### config.mk
export PLATFORM = sky130hd
export DESIGN_NAME = wildcard_glob_matcher
export DESIGN_NICKNAME = d
export VERILOG_FILES = /design/src/sv/wgm_pkg.sv /design/src/sv/wildcard_glob_matcher.sv /design/src/sv/wgm_datapath.sv /design/src/sv/wgm_ctrl.sv
export VERILOG_INCLUDE_DIRS = /design/src /design/src/sv
export SDC_FILE = /design/constraint.sdc
export NUM_CORES = 2
export LEC_CHECK = 0
export ABC_AREA = 1
export BUFFER_PORTS_ARGS = -buffer_cell sky130_fd_sc_hd__buf_4
export CORE_MARGIN = 8
export CORE_UTILIZATION = 60
export DETAILED_ROUTE_END_ITERATION = 8
export PLACE_DENSITY_LB_ADDON = 0.1
export SETUP_SLACK_MARGIN = 0.05
export SLEW_MARGIN = 5
export SYNTH_ARGS = -nofsm -noshare
export SYNTH_HDL_FRONTEND = slang
export SYNTH_HIERARCHICAL = 1
export SYNTH_SLANG_ARGS = --single-unit
### constraint.sdc
create_clock -name clock -period 3.6 [get_ports clock]
set_input_delay 0 -clock clock [delete_from_list [all_inputs] [get_ports clock]]
set_output_delay 0 -clock clock [all_outputs]
set_load 0.03 [all_outputs]
### src/sv/wildcard_glob_matcher_assert.svh
// assertion macros for the wildcard glob matcher
// used by the top level only, no other dependencies
`ifndef WILDCARD_GLOB_MATCHER_ASSERT_SVH
`define WILDCARD_GLOB_MATCHER_ASSERT_SVH

// antecedent implies consequent in the same cycle
`define WGM_ASSERT_SAME(lbl, clk, rst, ante, cons) \
   lbl: assert property (@(posedge clk) disable iff (rst) (ante) |-> (cons)) \
      else $error("wgm check failed");

// antecedent implies consequent in the next cycle
`define WGM_ASSERT_NEXT(lbl, clk, rst, ante, cons) \
   lbl: assert property (@(posedge clk) disable iff (rst) (ante) |=> (cons)) \
      else $error("wgm check failed");

`endif

### src/sv/wgm_pkg.sv
// shared types, constants and helpers for the wildcard glob matcher
// no dependencies
package wgm_pkg;

   localparam int PATTERN_DEPTH_DEF = 256;
   localparam int NAME_DEPTH_DEF    = 256;

   localparam logic [7:0] CH_ANY      = 8'h3F;
   localparam logic [7:0] CH_STAR     = 8'h2A;
   localparam logic [7:0] CH_UPPER_A  = 8'h41;
   localparam logic [7:0] CH_UPPER_Z  = 8'h5A;
   localparam logic [7:0] CASE_OFFSET = 8'h20;

   typedef enum logic [1:0] {
      FUNC_CLEAR_PAT   = 2'd0,
      FUNC_APPEND_PAT  = 2'd1,
      FUNC_APPEND_NAME = 2'd2,
      FUNC_EVALUATE    = 2'd3
   } func_type;

   typedef enum logic [1:0] {
      ST_IDLE,
      ST_FETCH,
      ST_CMP,
      ST_DONE
   } state_type;

   typedef struct packed {
      logic pat_clear;
      logic pat_append;
      logic name_append;
      logic name_clear;
      logic walk_init;
      logic walk_step;
      logic res_set;
      logic out_load;
   } cmd_type;

   typedef struct packed {
      logic overflow;
      logic fin;
      logic out_free;
   } status_type;

   function automatic logic [7:0] lower_byte(input logic [7:0] c);
      logic [7:0] r;
      r = c;
      if (c >= CH_UPPER_A && c <= CH_UPPER_Z) begin
         r = c + CASE_OFFSET;
      end
      return r;
   endfunction

endpackage

### src/sv/wildcard_glob_matcher.sv
// top level of the wildcard glob matcher: controller plus datapath
// depends on wgm_pkg, wgm_ctrl, wgm_datapath and wildcard_glob_matcher_assert.svh
//
//   channel  direction  ports
//   req      in         req_valid, req_stall, req_func, req_ch
//   rsp      out        rsp_valid, rsp_stall, rsp_matched, rsp_too_long
//
// clear and append beats are taken back to back.
// an evaluate beat runs the backtracking walk one compare step at a time; each step
// passes through ST_FETCH and ST_CMP, waiting on the registered read of both stores;
// the step count depends on the data, up to about name length times pattern length.
// with an overflow flagged an evaluate goes straight to ST_DONE without a walk.
// reset is synchronous; req_stall stays high from an evaluate until its result
// is loaded into the rsp register, which holds under rsp_stall.
`include "wildcard_glob_matcher_assert.svh"

module wildcard_glob_matcher
   import wgm_pkg::*;
#(
   parameter int PATTERN_DEPTH = PATTERN_DEPTH_DEF,
   parameter int NAME_DEPTH    = NAME_DEPTH_DEF
) (
   input  logic       clock,
   input  logic       reset,
   input  logic       req_valid,
   output logic       req_stall,
   input  logic [1:0] req_func,
   input  logic [7:0] req_ch,
   output logic       rsp_valid,
   input  logic       rsp_stall,
   output logic       rsp_matched,
   output logic       rsp_too_long
);

   cmd_type    cmd;
   status_type status;
   logic       eval_beat;

   wgm_ctrl u_ctrl (
      .clock     (clock),
      .reset     (reset),
      .req_valid (req_valid),
      .req_func  (req_func),
      .req_stall (req_stall),
      .status    (status),
      .cmd       (cmd)
   );

   wgm_datapath #(
      .PATTERN_DEPTH (PATTERN_DEPTH),
      .NAME_DEPTH    (NAME_DEPTH)
   ) u_datapath (
      .clock        (clock),
      .reset        (reset),
      .cmd          (cmd),
      .status       (status),
      .req_ch       (req_ch),
      .rsp_stall    (rsp_stall),
      .rsp_valid    (rsp_valid),
      .rsp_matched  (rsp_matched),
      .rsp_too_long (rsp_too_long)
   );

   assign eval_beat = req_valid && !req_stall && req_func == FUNC_EVALUATE;

   `WGM_ASSERT_SAME(a_long_no_match, clock, reset, rsp_valid && rsp_too_long, !rsp_matched)
   `WGM_ASSERT_NEXT(a_eval_busy, clock, reset, eval_beat, req_stall)
   `WGM_ASSERT_SAME(a_rsp_after_busy, clock, reset, $rose(rsp_valid), $past(req_stall))

endmodule

### src/sv/wgm_datapath.sv
// datapath: pattern and name stores, lengths, match walk registers, result beat
// depends on wgm_pkg
module wgm_datapath
   import wgm_pkg::*;
#(
   parameter int PATTERN_DEPTH = PATTERN_DEPTH_DEF,
   parameter int NAME_DEPTH    = NAME_DEPTH_DEF
) (
   input  logic       clock,
   input  logic       reset,
   input  cmd_type    cmd,
   output status_type status,
   input  logic [7:0] req_ch,
   input  logic       rsp_stall,
   output logic       rsp_valid,
   output logic       rsp_matched,
   output logic       rsp_too_long
);

   localparam int PAW = (PATTERN_DEPTH > 1) ? $clog2(PATTERN_DEPTH) : 1;
   localparam int NAW = (NAME_DEPTH > 1) ? $clog2(NAME_DEPTH) : 1;
   localparam int PLW = $clog2(PATTERN_DEPTH + 1);
   localparam int NLW = $clog2(NAME_DEPTH + 1);
   localparam logic [PLW-1:0] PAT_FULL  = PLW'(PATTERN_DEPTH);
   localparam logic [NLW-1:0] NAME_FULL = NLW'(NAME_DEPTH);

   typedef enum logic [2:0] {
      STEP_ADVANCE,
      STEP_STAR,
      STEP_BACKTRACK,
      STEP_SKIP_STAR,
      STEP_FINISH
   } step_type;

   logic [7:0]     pat_mem [PATTERN_DEPTH];
   logic [7:0]     name_mem [NAME_DEPTH];
   logic [7:0]     pat_rd_ff;
   logic [7:0]     name_rd_ff;

   logic [PLW-1:0] plen_ff, plen_in;
   logic [NLW-1:0] nlen_ff, nlen_in;
   logic           povf_ff, povf_in;
   logic           novf_ff, novf_in;
   logic           pat_we;
   logic           name_we;

   logic [PLW-1:0] pi_ff, pi_in;
   logic [NLW-1:0] ni_ff, ni_in;
   logic [PLW-1:0] star_p_ff, star_p_in;
   logic [NLW-1:0] star_n_ff, star_n_in;
   logic           have_star_ff, have_star_in;
   logic           res_match_ff;
   logic           fin_match;
   step_type       step;

   logic           rsp_valid_ff, rsp_valid_in;
   logic           rsp_matched_ff;
   logic           rsp_too_long_ff;

   logic           p_in;
   logic           n_in;
   logic           is_any;
   logic           is_star;
   logic           is_eq;

   // stores
   always_ff @(posedge clock) begin
      if (pat_we) begin
         pat_mem[plen_ff[PAW-1:0]] <= req_ch;
      end
      pat_rd_ff <= pat_mem[pi_ff[PAW-1:0]];
   end

   always_ff @(posedge clock) begin
      if (name_we) begin
         name_mem[nlen_ff[NAW-1:0]] <= req_ch;
      end
      name_rd_ff <= name_mem[ni_ff[NAW-1:0]];
   end

   // lengths and overflow flags
   always_comb begin
      plen_in = plen_ff;
      nlen_in = nlen_ff;
      povf_in = povf_ff;
      novf_in = novf_ff;
      pat_we  = 1'b0;
      name_we = 1'b0;
      if (cmd.pat_clear) begin
         plen_in = '0;
         povf_in = 1'b0;
      end
      if (cmd.pat_append && req_ch != 8'd0) begin
         if (plen_ff < PAT_FULL) begin
            pat_we  = 1'b1;
            plen_in = plen_ff + PLW'(1);
         end else begin
            povf_in = 1'b1;
         end
      end
      if (cmd.name_append && req_ch != 8'd0) begin
         if (nlen_ff < NAME_FULL) begin
            name_we = 1'b1;
            nlen_in = nlen_ff + NLW'(1);
         end else begin
            novf_in = 1'b1;
         end
      end
      if (cmd.name_clear) begin
         nlen_in = '0;
         novf_in = 1'b0;
      end
   end

   always_ff @(posedge clock) begin
      if (reset) begin
         plen_ff <= '0;
         nlen_ff <= '0;
         povf_ff <= 1'b0;
         novf_ff <= 1'b0;
      end else begin
         plen_ff <= plen_in;
         nlen_ff <= nlen_in;
         povf_ff <= povf_in;
         novf_ff <= novf_in;
      end
   end

   // one step of the star backtracking walk
   assign p_in    = pi_ff < plen_ff;
   assign n_in    = ni_ff < nlen_ff;
   assign is_any  = pat_rd_ff == CH_ANY;
   assign is_star = pat_rd_ff == CH_STAR;
   assign is_eq   = lower_byte(pat_rd_ff) == lower_byte(name_rd_ff);

   always_comb begin
      step      = STEP_FINISH;
      fin_match = 1'b0;
      if (n_in) begin
         if (p_in && (is_any || is_eq)) begin
            step = STEP_ADVANCE;
         end else if (p_in && is_star) begin
            step = STEP_STAR;
         end else if (have_star_ff) begin
            step = STEP_BACKTRACK;
         end
      end else begin
         if (p_in && is_star) begin
            step = STEP_SKIP_STAR;
         end else begin
            fin_match = !p_in;
         end
      end
   end

   always_comb begin
      pi_in        = pi_ff;
      ni_in        = ni_ff;
      star_p_in    = star_p_ff;
      star_n_in    = star_n_ff;
      have_star_in = have_star_ff;
      if (cmd.walk_init) begin
         pi_in        = '0;
         ni_in        = '0;
         star_p_in    = '0;
         star_n_in    = '0;
         have_star_in = 1'b0;
      end else if (cmd.walk_step) begin
         case (step)
            STEP_ADVANCE: begin
               pi_in = pi_ff + PLW'(1);
               ni_in = ni_ff + NLW'(1);
            end
            STEP_STAR: begin
               pi_in        = pi_ff + PLW'(1);
               star_p_in    = pi_ff + PLW'(1);
               star_n_in    = ni_ff;
               have_star_in = 1'b1;
            end
            STEP_BACKTRACK: begin
               star_n_in = star_n_ff + NLW'(1);
               pi_in     = star_p_ff;
               ni_in     = star_n_ff + NLW'(1);
            end
            STEP_SKIP_STAR: begin
               pi_in = pi_ff + PLW'(1);
            end
            default: begin
            end
         endcase
      end
   end

   always_ff @(posedge clock) begin
      pi_ff        <= pi_in;
      ni_ff        <= ni_in;
      star_p_ff    <= star_p_in;
      star_n_ff    <= star_n_in;
      have_star_ff <= have_star_in;
      if (cmd.res_set) begin
         res_match_ff <= fin_match;
      end
   end

   // result beat
   always_comb begin
      rsp_valid_in = rsp_valid_ff;
      if (!rsp_stall) begin
         rsp_valid_in = 1'b0;
      end
      if (cmd.out_load) begin
         rsp_valid_in = 1'b1;
      end
   end

   always_ff @(posedge clock) begin
      if (reset) begin
         rsp_valid_ff <= 1'b0;
      end else begin
         rsp_valid_ff <= rsp_valid_in;
      end
   end

   always_ff @(posedge clock) begin
      if (cmd.out_load) begin
         rsp_matched_ff  <= res_match_ff && !(povf_ff || novf_ff);
         rsp_too_long_ff <= povf_ff || novf_ff;
      end
   end

   assign status.overflow = povf_ff || novf_ff;
   assign status.fin      = step == STEP_FINISH;
   assign status.out_free = !rsp_valid_ff || !rsp_stall;

   assign rsp_valid    = rsp_valid_ff;
   assign rsp_matched  = rsp_matched_ff;
   assign rsp_too_long = rsp_too_long_ff;

endmodule

### src/sv/wgm_ctrl.sv
// controller state machine: decodes request beats and sequences the match walk
// depends on wgm_pkg
module wgm_ctrl
   import wgm_pkg::*;
(
   input  logic       clock,
   input  logic       reset,
   input  logic       req_valid,
   input  logic [1:0] req_func,
   output logic       req_stall,
   input  status_type status,
   output cmd_type    cmd
);

   state_type state_ff, state_in;
   func_type  func;

   assign func = func_type'(req_func);

   always_ff @(posedge clock) begin
      if (reset) begin
         state_ff <= ST_IDLE;
      end else begin
         state_ff <= state_in;
      end
   end

   always_comb begin
      state_in  = state_ff;
      cmd       = '0;
      req_stall = 1'b1;
      unique case (state_ff)
         ST_IDLE: begin
            req_stall = 1'b0;
            if (req_valid) begin
               unique case (func)
                  FUNC_CLEAR_PAT:   cmd.pat_clear   = 1'b1;
                  FUNC_APPEND_PAT:  cmd.pat_append  = 1'b1;
                  FUNC_APPEND_NAME: cmd.name_append = 1'b1;
                  FUNC_EVALUATE: begin
                     if (status.overflow) begin
                        state_in = ST_DONE;
                     end else begin
                        cmd.walk_init = 1'b1;
                        state_in      = ST_FETCH;
                     end
                  end
                  default: begin
                  end
               endcase
            end
         end
         ST_FETCH: begin
            state_in = ST_CMP;
         end
         ST_CMP: begin
            if (status.fin) begin
               cmd.res_set = 1'b1;
               state_in    = ST_DONE;
            end else begin
               cmd.walk_step = 1'b1;
               state_in      = ST_FETCH;
            end
         end
         ST_DONE: begin
            if (status.out_free) begin
               cmd.out_load   = 1'b1;
               cmd.name_clear = 1'b1;
               state_in       = ST_IDLE;
            end
         end
         default: begin
            state_in = ST_IDLE;
         end
      endcase
   end

endmodule
==> metrics.txt <==
outcome=complete, no violations; die height=541.4 um; Clk pwr share=0.440; ys async rst share=0; max_cap viols=0; Crit path buffers/inverters=4; Mapped Area=165,600 um^2; sequential power share=0.548; setup TNS=0 ns; Total GRT Usage=0.3055; WL per Instance=27.63 um; dpl ws=0.2458 ns; Port Buffers=17; crit-path most repeated cell=nand3_1; RSZ-0062 raised after global routing=false; largest net degree at the start of global routing=206; Req. time, crit path=4.47 ns; Slowest-stage cell, CP=inv_8; register area share after synthesis=0.7525; number of global-route vias before repair=103,500; initial drt markers=15,020; P_int=78,100 uW; Worst VDD drop=455.8 uV; fin. max-slew vios=0; via count=109,400; Ports=18; DRT Pass-1 Iters=8; Final min period=3.322 ns; # setup viols final=0; cell count after synthesis=12,790; fillers=19,310; worst hold-check path type=in2reg; die width=541.4 um; drt drc=0; grt total ovfl=0; CTS max path bufs=4; Core Area=275,500 um^2; TritonCTS Buffers=412; kind of critical path=reg2reg; clock slew at reported path FFs=0.06 ns; CTS tree=built; CTS Sinks=4,175; yosys warns=6; worst slew pin tran=1.372 ns; pwr dens=527.2 nW/um^2; ANT nets after route=0; clk root buf=clkbuf_16; CP delay by family, top=buffers and inverters; Sw Share=0.1988; CP max FO=68; DIE AREA=293,100 um^2; Syn Nets=12,840; initial antenna violation count=18; synth top area cells=edfxtp_1 74%, o21ai_0 6.3%, nor2_1 6.1%; top-count cell post-synth=edfxtp_1; floorplan row count=193; Initial Util=0.6010; Gate power share=0.012; HPWL after DPL=269,500 um; WP data arrival=4.20 ns; worst setup margin=0.2782 ns; number of synthesized flops with an enable pin=4,099; Clock Skew=0.04529 ns; slowest stage delay, CP=0.54 ns; Skew-Pair Late Insertion Delay=0.98 ns; P_leak=0.05939 uW; H-Tree Depth=5; Multi-input gate area=36,730 um^2; nets@finish=12,770; largest area contributor in the netlist=edfxtp_1; fin crit share=0.9227; Area growth, synth to finish=11.65%; Slew Limit Headroom=0.08451; NetSw=19,370 uW; share of layout cells above drive strength 1=0.08199; FF/Latch Area=124,600 um^2; global-route wire length before repair=677,900 um; Fin Hold WS=0.1809 ns; Synth Area per Inst=12.94 um^2; fmax=301.0 MHz; flop and latch count out of synthesis=4,175; Most used DFF post-synth=edfxtp_1; drt total wl=463,500 um; routability congestion estimate=0.9377; Worst setup SP type=register; Via density=6.519; commonest cells in the netlist=4,099 x edfxtp_1, 2,712 x nor2_1, 2,075 x o21ai_0, 719 x clkbuf_1, 667 x nand2_1; worst-path cell chain=inv_8 > buf_12 > buf_12 > o21ai_0 > o221ai_1 > nand3_1 > nand3_1 > nand3_1 > nand3_1 > nand2_1 > a31oi_1 > buf_4; post-synth top area share=0.7433; Fin. Hold Viols=0; synth unique cells=49; Worst Setup End Kind=register
-- metrics by stage --
stage          power, uW  instance area (um^2)  std cells    util
2_1_floorplan      54500                165600      12790       -
3_3_place_gp       55520                171200      15990  0.6213
3_5_place_dp       55550                171200      15990  0.6213
4_1_cts            97820                184800      16770  0.6709
5_1_grt            99730                184900      16770  0.6710
6_report           97470                184900      16780  0.6710
-- cell usage in the layout (no fill, tap or decap), drive strengths merged, types with 3 or more instances in the layout --
cell,count
o221ai,391
o21a,3
a21oi,197
nand2,676
clkbuf,493
o22ai,620
a221oi,6
nor4,8
a211oi,3
a31oi,14
o211ai,120
clkinv,194
inv,156
xor2,19
buf,418
clkinvlp,20
and3,3
nand4,44
a22o,6
nor2,2713
nor3,27
bufinv,46
diode,8
dfxtp,76
o21ai,2099
ha,29
edfxtp,4099
xnor2,5
o211a,3
dlygate4sd3,22
nand3,544
-- kinds of logic (layout without fill, tap and decap cells) --
kind of cell,Yosys count,in the layout,synth area share
other,0,8,0
and+or+nand+nor,4018,4018,0.09675
xor gates and xnor gates,24,24,0.001269
AOI/OAI and AO/OA,3467,3467,0.1209
DFF,4175,4175,0.7525
buffers and inverters,1081,1349,0.02640
adders and majority gates,29,29,0.002191
-- path summary, 6_finish.rpt --
path                                                  end  slack [ns]  cells past startpoint               startpoint
worst max-delay path              u_datapath/pat_rd_ff[5]        0.28                     12      u_datapath/pi_ff[0]
worst min register to register    u_datapath/star_p_ff[6]        0.45                      2  u_datapath/star_p_ff[6]
worst min-delay path            u_datapath/pat_mem[53][3]        0.18                      3                req_ch[3]
worst max register to register    u_datapath/pat_rd_ff[5]        0.28                     12      u_datapath/pi_ff[0]
-- what timing repair did --
| item | 4_1_cts | 5_1_grt |
|---|---|---|
| setup endpoints to repair | 0 | 170 |
| endpoints found under the hold margin | 652 | 0 |
| gates resized for setup | 0 | 6 |
| hold buffers | 22 | 0 |
| setup buffers | 0 | 0 |
-- routing by layer --
metal	wire length, um	vias up	track usage
met5	188	-	0
met4	16820	16	0.1010
met3	55460	922	0.07271
met2	207700	6508	0.4580
met1	183400	54270	0.4469
li1	-	47640	-
-- final cells by class --
type | count | share of cell area
diodes | 8 | 0.0001083
clock buffers | 493 | 0.05810
clock inverters | 261 | 0.01455
inverters | 155 | 0.003417
multi-input cells | 7538 | 0.1986
flip-flops and latches | 4175 | 0.6741
well taps | 3705 | 0.02507
repair buffers | 440 | 0.02600
-- flip-flops by register name, summed over array words and instances, names as in the netlist, 9 cells and up --
register / cells
u_datapath/name_mem: 2048
u_datapath/pat_mem: 2048
u_datapath/star_n_ff: 9
u_datapath/star_p_ff: 9
u_datapath/nlen_ff: 9
u_datapath/plen_ff: 9
u_datapath/pi_ff: 9
u_datapath/ni_ff: 9
-- power by group through the flow --
stage	clock (uW)	sequential (uW)	combinational, uW
after floorplan	0	54400	103
after global placement	0	54400	1120
after detailed placement	0	54400	1150
after CTS	43300	53400	1170
after global routing	45200	53300	1230
final	42900	53400	1180
-- tightest hold or removal path, stage by stage --
cell	delay, ns
dlygate4sd3_1	0.58
buf_8	0.25
buf_4	0.17
(Power assumes the default switching activity.)
